<file path="src/rtl/core/sqr_pkg.sv">
// Package for the shifting queue with reverse: command and status codes,
// field widths and the default queue depth. No dependencies.
package sqr_pkg;

	localparam int DEPTH_DEF = 16;
	localparam int VAL_W     = 32;

	typedef enum logic [2:0] {
		CMD_ENQ  = 3'd0,
		CMD_DEQ  = 3'd1,
		CMD_PEEK = 3'd2,
		CMD_DUMP = 3'd3,
		CMD_REV  = 3'd4
	} cmd_t;

	typedef enum logic [1:0] {
		ST_OK    = 2'd0,
		ST_FULL  = 2'd1,
		ST_EMPTY = 2'd2
	} status_t;

endpackage

</file>
<file path="src/rtl/core/shifting_queue_with_reverse.sv">
// Top level of the shifting queue with reverse.
// Depends on sqr_pkg and sqr_ram.
//
// Usage: a word (cmd, push_value) is taken at a rising edge with start high
// and busy low. Results appear on status/out_value/last for exactly one cycle,
// flagged by strobe, the first one in the cycle after the word is taken;
// the receiver cannot stall them. Enqueue, dequeue, peek and reverse give
// one result each and keep busy low, so one word per cycle is sustained.
// Dump gives one result per held entry, one per cycle, and holds busy high
// until the read of the final entry has been issued; on an empty queue it
// gives a single empty result. Unused codes give no result. Entries sit in
// one RAM as a ring buffer with a head pointer and a direction flag;
// reverse moves the head to the back and flips the direction, dequeue
// steps the head. Every read goes through the single registered RAM read
// port, which sets the one-entry-per-cycle dump rate. Reset clears occupancy,
// head, direction and all control; entry contents are left as they are.
module shifting_queue_with_reverse
	import sqr_pkg::*;
#(
	parameter int DEPTH = DEPTH_DEF
) (
	input  logic                    clk,
	input  logic                    arst_n,
	input  logic                    start,
	output logic                    busy,
	input  logic [2:0]              cmd,
	input  logic signed [VAL_W-1:0] push_value,
	output logic                    strobe,
	output logic [1:0]              status,
	output logic signed [VAL_W-1:0] out_value,
	output logic                    last
);

	localparam int PW = (DEPTH > 1) ? $clog2(DEPTH) : 1;
	localparam int OW = $clog2(DEPTH + 1);
	localparam logic [PW:0] DEPTH_W = (PW + 1)'(DEPTH);
	localparam logic [OW-1:0] DEPTH_O = OW'(DEPTH);

	typedef enum logic {S_IDLE, S_DUMP} state_t;

	state_t          state_q;
	logic [OW-1:0]   occ_q;
	logic [PW-1:0]   head_q;
	logic            dir_q;
	logic [PW-1:0]   cnt_q;
	logic            strobe_q;
	logic [1:0]      status_q;
	logic [VAL_W-1:0] val_q;
	logic            last_q;
	logic            sel_ram_q;

	logic            accept;
	logic            we;
	logic [PW-1:0]   waddr;
	logic [PW-1:0]   raddr;
	logic [VAL_W-1:0] rdata;
	logic [PW-1:0]   occ_p;
	logic [PW-1:0]   occ_m1;

	function automatic logic [PW-1:0] phys(input logic [PW-1:0] h,
			input logic [PW-1:0] off, input logic d);
		logic [PW:0] s;
		if (!d) begin
			s = {1'b0, h} + {1'b0, off};
			if (s >= DEPTH_W)
				s = s - DEPTH_W;
		end else begin
			s = {1'b0, h} - {1'b0, off};
			if (h < off)
				s = s + DEPTH_W;
		end
		return s[PW-1:0];
	endfunction

	assign accept = start && (state_q == S_IDLE);
	assign busy   = (state_q != S_IDLE);
	assign occ_p  = occ_q[PW-1:0];
	assign occ_m1 = occ_q[PW-1:0] - PW'(1);

	assign raddr = phys(head_q, (state_q == S_DUMP) ? cnt_q : '0, dir_q);
	assign waddr = phys(head_q, occ_p, dir_q);
	assign we    = accept && (cmd == CMD_ENQ) && (occ_q != DEPTH_O);

	sqr_ram #(
		.WIDTH(VAL_W),
		.DEPTH(DEPTH)
	) u_ram (
		.clk  (clk),
		.we   (we),
		.waddr(waddr),
		.wdata(push_value),
		.raddr(raddr),
		.rdata(rdata)
	);

	always_ff @(posedge clk or negedge arst_n) begin
		if (!arst_n) begin
			state_q   <= S_IDLE;
			occ_q     <= '0;
			head_q    <= '0;
			dir_q     <= 1'b0;
			cnt_q     <= '0;
			strobe_q  <= 1'b0;
			status_q  <= ST_OK;
			val_q     <= '0;
			last_q    <= 1'b0;
			sel_ram_q <= 1'b0;
		end else begin
			strobe_q  <= 1'b0;
			sel_ram_q <= 1'b0;
			unique case (state_q)
				S_IDLE: begin
					if (start) begin
						strobe_q <= 1'b1;
						status_q <= ST_OK;
						val_q    <= '0;
						last_q   <= 1'b1;
						case (cmd)
							CMD_ENQ: begin
								if (occ_q == DEPTH_O) begin
									status_q <= ST_FULL;
								end else begin
									val_q <= push_value;
									occ_q <= occ_q + OW'(1);
								end
							end
							CMD_DEQ, CMD_PEEK: begin
								if (occ_q == '0) begin
									status_q <= ST_EMPTY;
								end else begin
									sel_ram_q <= 1'b1;
									if (cmd == CMD_DEQ) begin
										head_q <= phys(head_q, PW'(1), dir_q);
										occ_q  <= occ_q - OW'(1);
									end
								end
							end
							CMD_DUMP: begin
								if (occ_q == '0) begin
									status_q <= ST_EMPTY;
								end else begin
									sel_ram_q <= 1'b1;
									if (occ_q != OW'(1)) begin
										last_q  <= 1'b0;
										cnt_q   <= PW'(1);
										state_q <= S_DUMP;
									end
								end
							end
							CMD_REV: begin
								if (occ_q == '0) begin
									status_q <= ST_EMPTY;
								end else begin
									head_q <= phys(head_q, occ_m1, dir_q);
									dir_q  <= !dir_q;
								end
							end
							default: strobe_q <= 1'b0;
						endcase
					end
				end
				S_DUMP: begin
					strobe_q  <= 1'b1;
					sel_ram_q <= 1'b1;
					status_q  <= ST_OK;
					last_q    <= (cnt_q == occ_m1);
					cnt_q     <= cnt_q + PW'(1);
					if (cnt_q == occ_m1)
						state_q <= S_IDLE;
				end
				default: state_q <= S_IDLE;
			endcase
		end
	end

	assign strobe    = strobe_q;
	assign status    = status_q;
	assign last      = last_q;
	assign out_value = sel_ram_q ? rdata : val_q;

endmodule

</file>
<file path="src/rtl/core/sqr_ram.sv">
// Generic single-write, single-read RAM with registered read data.
// No dependencies.
module sqr_ram #(
	parameter int WIDTH = 32,
	parameter int DEPTH = 16,
	localparam int AW   = (DEPTH > 1) ? $clog2(DEPTH) : 1
) (
	input  logic             clk,
	input  logic             we,
	input  logic [AW-1:0]    waddr,
	input  logic [WIDTH-1:0] wdata,
	input  logic [AW-1:0]    raddr,
	output logic [WIDTH-1:0] rdata
);

	logic [WIDTH-1:0] mem [DEPTH];

	always_ff @(posedge clk) begin
		if (we)
			mem[waddr] <= wdata;
		rdata <= mem[raddr];
	end

endmodule

</file>
<file path="config.mk">
export PLATFORM = sky130hd
export DESIGN_NAME = shifting_queue_with_reverse
export DESIGN_NICKNAME = d
export VERILOG_FILES = /design/src/rtl/core/sqr_pkg.sv /design/src/rtl/core/shifting_queue_with_reverse.sv /design/src/rtl/core/sqr_ram.sv
export SDC_FILE = /design/constraint.sdc
export NUM_CORES = 1
export LEC_CHECK = 0
export ABC_AREA = 1
export BUFFER_PORTS_ARGS = -buffer_cell sky130_fd_sc_hd__buf_4
export CAP_MARGIN = 30
export CORE_ASPECT_RATIO = 0.9
export CORE_MARGIN = 2
export CORE_UTILIZATION = 55
export DETAILED_ROUTE_END_ITERATION = 10
export PLACE_DENSITY = 0.72
export REMOVE_ABC_BUFFERS = 1
export SLEW_MARGIN = 10
export SYNTH_ARGS = -nofsm -noshare
export SYNTH_HDL_FRONTEND = slang
export SYNTH_HIERARCHICAL = 1
export SYNTH_SLANG_ARGS = --single-unit
</file>
<file path="constraint.sdc">
create_clock -name clk -period 4.9 [get_ports clk]
set_clock_uncertainty 0.15 [all_clocks]
set_input_delay 0.49 -clock clk [delete_from_list [all_inputs] [get_ports clk]]
set_output_delay 0.49 -clock clk [all_outputs]
set_load 0.05 [all_outputs]
</file>
======== Yosys cells after proc, flatten, opt, wreduce, memory -nomap -nowiden ========
Memories as Yosys holds them, arrays and structs flattened. A register that Yosys moved wholly into a read port is not among the register bits.
Cells that the tools add are included.
storage, ports and cells
  flip-flop bits (word level) ............. 52
  bits in writable memories ............... 512
  bits of input ports ..................... 38
  logic and storage cells ................. 128
  memories ................................ 1
operators by class
  add/sub/neg operators ................... 20
  order comparisons ....................... 8
  equality and inequality tests ........... 16
  mux-type cells .......................... 54
  bitwise logic cells ..................... 2
  reduce and logical (&&, ||, !) cells .... 17
memory list
  memory     depth  bits a word  rd ports  clocked after Yosys merged registers in  wr ports  RTL line       source
  u_ram.mem  16     32           1         1                                        1         sqr_ram.sv:16  logic [WIDTH-1:0] mem [DEPTH];
operators by type and width
  operator             count
  $mux 32              3
  $mux 4               20
  $sub 4x1->4 const B  6
  $add 4x1->4 const B  5
  $ge 5x5->1 const B   4
  $mux 1               17
  $pmux 4 s2           2
  $add 4x4->5          3
  $mux 5               3
  $lt 4x4->1           3
  $ne 2x2->1 const B   6
  $reduce_and 6->1     2
  $sub 4x4->4          3
  $pmux 5 s2           1
  $pmux 1 s2           4
  $pmux 2 s2           2
  $reduce_and 4->1     2
  $eq 3x2->1 const B   2
  $add 4x1->5 const B  1
  $add 5x1->5 const B  1
  $eq 5x5->1 const B   1
  $logic_not 5->1      1
  $ne 5x1->1 const B   1
  $ne 5x5->1 const B   1
  other kinds (17)     23

======== Longest topological paths before layout ========
  depth in word-level cells ............... 7
  gate-level depth with buffers ........... 17

======== Modules after synthesis ========
The synthesis kept the hierarchy.
by module, submodules not included
  module                       instances  cells each  area each (um2)
  sqr_ram                      1          2120        22744.3
  shifting_queue_with_reverse  1          429         3224.3

======== Worst setup path before layout ========
Ideal clock, no wire load.
  kind .................................... register -> register
  start ................................... register occ_q[0]
  end ..................................... memory u_ram.mem[4][0] (enable)
  arrival time ............................ 3462 ps
  slack ................................... 867 ps
  stages on the path, launching flop included .. 10
  buffers on the path ..................... 0
  period minus slack after synthesis ...... 4033 ps
  cell sequence ........................... dfrtp_1 > inv_1 > ha_1 > o21ai_0 > ha_1 > nand2_1 > o21ai_0 > xor2_1 > nand3b_1 > nor2_1
between the ends
  cells in the longest elaborated chain, start to end .. 4
ends and longest elaborated chain
  element                                     RTL line                                                              source
  start, declared                             shifting_queue_with_reverse.sv:42                                     logic [OW-1:0] occ_q;
  start signal, assigned                      shifting_queue_with_reverse.sv:124                                    occ_q <= occ_q + OW'(1);
  start signal, assigned                      shifting_queue_with_reverse.sv:134                                    occ_q <= occ_q - OW'(1);
  $add 4x4->5 or $sub 4x4->4 (tied branches)  shifting_queue_with_reverse.sv:64, shifting_queue_with_reverse.sv:68
  $sub 4x1->4, or another cell as far along   shifting_queue_with_reverse.sv:66                                     s = s - DEPTH_W;
  $mux 4, on equally long branches            shifting_queue_with_reverse.sv:65, shifting_queue_with_reverse.sv:69
  $mux 4 *                                    shifting_queue_with_reverse.sv:63                                     if (!d) begin
  net waddr[3]                                shifting_queue_with_reverse.sv:54                                     logic [PW-1:0] waddr;
  end, declared                               sqr_ram.sv:16
Mark *: on every way through the listed nets, which the timed path passes. The rest lies on a longest branch.

======== Worst setup path in the final report ========
  start ................................... register occ_q[0]
  end ..................................... memory u_ram.mem[12][31] (enable)
Same word-level chain as after synthesis.

==> impl_metrics.toml <==
[status]
status = "completed"

[clocking]
postCtsSetupBuffers = 0
clk_latency_ns = 0.62
clkSinkCount = 596
cts_root_buf = "clkbuf_16"
ctsHoldBuffers = 2
tritoncts = "yes"
cts_buffers = 58
clk_path_buf_depth = 3
path_clk_slew_ns = 0.06
cts_resized = 0
h-tree-depth = 2

[worst_hold_path]
min_path_type = "primary input to register"
hold_depth = 1

[detailed_routing]
routed_wl_mm = 62.3
ant_nets = 0
drc = 0
first_pass_iters = 6
drt_iter0_drc = 2019
vias = 17900
vias_per_cell = 5.45
avgRoutedWirePerCell_um = 19.0

[synth]
yosys_warnings = 6
synth-async-reset-ratio_pct = 8.72
ys_types = 37
yosys_most_used_dff = "edfxtp_1"
synth_edf_count = 512
avgSynthCellArea_um2 = 10.2
ys_seq_area_share_pct = 66.7
syn_inst = 2549
syn-cell-area_um2 = 26000
ys_seq_elements = 596

[cells_and_area]
fillCellCount = 3609
antenna_cells = 0
multiInputGateArea_um2 = 6280
layout_common_cells = "795 x nand2_1, 512 x edfxtp_1, 454 x inv_1, 401 x nand3_1, 107 x buf_4"
area_delta_synth_final_pct = 12.3
fin_nets = 2669
ff_latch_area_um2 = 17300
drive_gt1_share_pct = 9.28
final_common_cell = "nand2_1"

[sta]
fin_hold_ws_ns = 0.0339
fmax_ghz = 0.249
post-route-period-util_pct = 82.1
setup_violations = 0
final.min_clock_period_ns = 4.02
slew_headroom_pct = 13.3
rsz0062_at_grt = "false"
report.final.hold_viol_count = 0
finalMaxSlewViolations = 0
max_slew.worst_pin.slew_ns = 1.30

[floorplan]
dieArea_um2 = 49000
coreArea_um2 = 46600
io_pins = 75
initial_core_util_pct = 55.7
die_y_um = 210
die_w_um = 233
rows = 75

[setup_path]
crit_path_end_kind = "register"
worstSetupPathType = "register to register"
start_kind = "register"
worstPathMaxFanout = 12
r2r_cells = 13
cp.arrival_ns = 4.20
required_ns = 5.07

[flow_run]
drv_cap = 0

[global_route]
grt_pass1_vias = 17300
grt_overflow = 0
globalRouteTotalUtil_pct = 26.0
grt_pass1_wl_mm = 96.9
antenna_found_initial = 0
grt_max_degree = 257

[placed_design]
gp_congestion = 0.886
io_buffers = 74
hpwl_mm = 34.0
[cells in the mapped netlist (all sizes together) (2+ instances only)]
master / n / area (um2)
o21ai: 77 / 385
o22ai: 2 / 12.5
xnor2: 4 / 35.0
a21oi: 6 / 33.8
nand3b: 2 / 15.0
buf: 101 / 707
dfrtp: 52 / 1300
nor2: 33 / 131
nand4: 3 / 25.0
o211ai: 2 / 15.0
dfxtp: 32 / 641
a31oi: 4 / 25.0
inv: 461 / 1740
nand3: 401 / 2010
ha: 16 / 200
xor2: 14 / 123
clkbuf: 19 / 71.3
o31ai: 2 / 15.0
fa: 3 / 60.1
edfxtp: 512 / 15400
nand2: 799 / 3010
[registers in the layout, indices dropped and copies added (netlist names), 2 cells and up]
name,flops
u_ram/mem,512
u_ram/rdata,32
val_q,32
occ_q,5
cnt_q,4
head_q,4
status,2
[cell type report]
class	instances	area share (%)
Clock buffer	78	5.70
Clock inverter	32	0.936
Inverter	461	5.98
Multi-Input combinational cell	1372	21.6
Sequential cell	596	59.4
Tap cell	616	2.64
Timing Repair Buffer	123	3.79
[stage by stage]
| step | setup slack (ns) | cell area [um2] | utilization [%] | setup TNS [ns] | instances |
|---|---|---|---|---|---|
| 2_1_floorplan | -2.75 | 25200 | - | -87.48 | 2429 |
| 3_3_place_gp | 0.956 | 27200 | 58.3 | 0 | 3165 |
| 3_5_place_dp | 0.932 | 27200 | 58.3 | 0 | 3165 |
| 4_1_cts | 0.913 | 29100 | 62.5 | 0 | 3277 |
| 5_1_grt | 0.659 | 29200 | 62.5 | 0 | 3278 |
| 6_report | 0.877 | 29200 | 62.5 | 0 | 3278 |
[critical path, stage by stage (launching register included)]
cell     delay (ns)
dfrtp_1        0.53
inv_1          0.19
ha_1           0.27
inv_1          0.07
nand2_1        0.05
nand2_1        0.14
o21ai_0        0.10
ha_1           0.33
nand2_1        0.06
o21ai_0        0.29
xor2_1         0.35
nand3_1        0.39
nor2_4         0.58
buf_12         0.22
[path summary, 6_finish.rpt]
path                                     start                end  slack [ns]
min in group asynchronous               arst_n           val_q[1]        0.17
worst max-delay path                  occ_q[0]  u_ram/mem[12][31]        0.88
max in group asynchronous               arst_n          sel_ram_q        3.88
worst min register to register       status[0]          status[0]        0.35
worst min-delay path            push_value[12]  u_ram/mem[15][12]        0.03
worst max register to register        occ_q[0]  u_ram/mem[12][31]        0.88
[metal layers]
metal	routed length [um]	share of wire [%]	global-route usage, %
met5	0	0	0
met4	1690	2.7	8.13
met3	5200	8.3	4.69
met2	29800	48	42.6
met1	25600	41	35.6
[cells by family after synthesis]
logic type               count (synthesis)  share of synthesized area [%]
AO/OA/AOI/OAI                           95                           1.94
XOR/XNOR                                19                          0.694
adder cells (fa/ha/maj)                 19                           1.00
buffers and inverters                  581                           9.68
flip-flops                             596                           66.7
AND/OR/NAND/NOR                       1239                           20.0
Power is not shown: default switching activity piles up to over one toggle a cycle in this logic, so the estimate is an artifact.
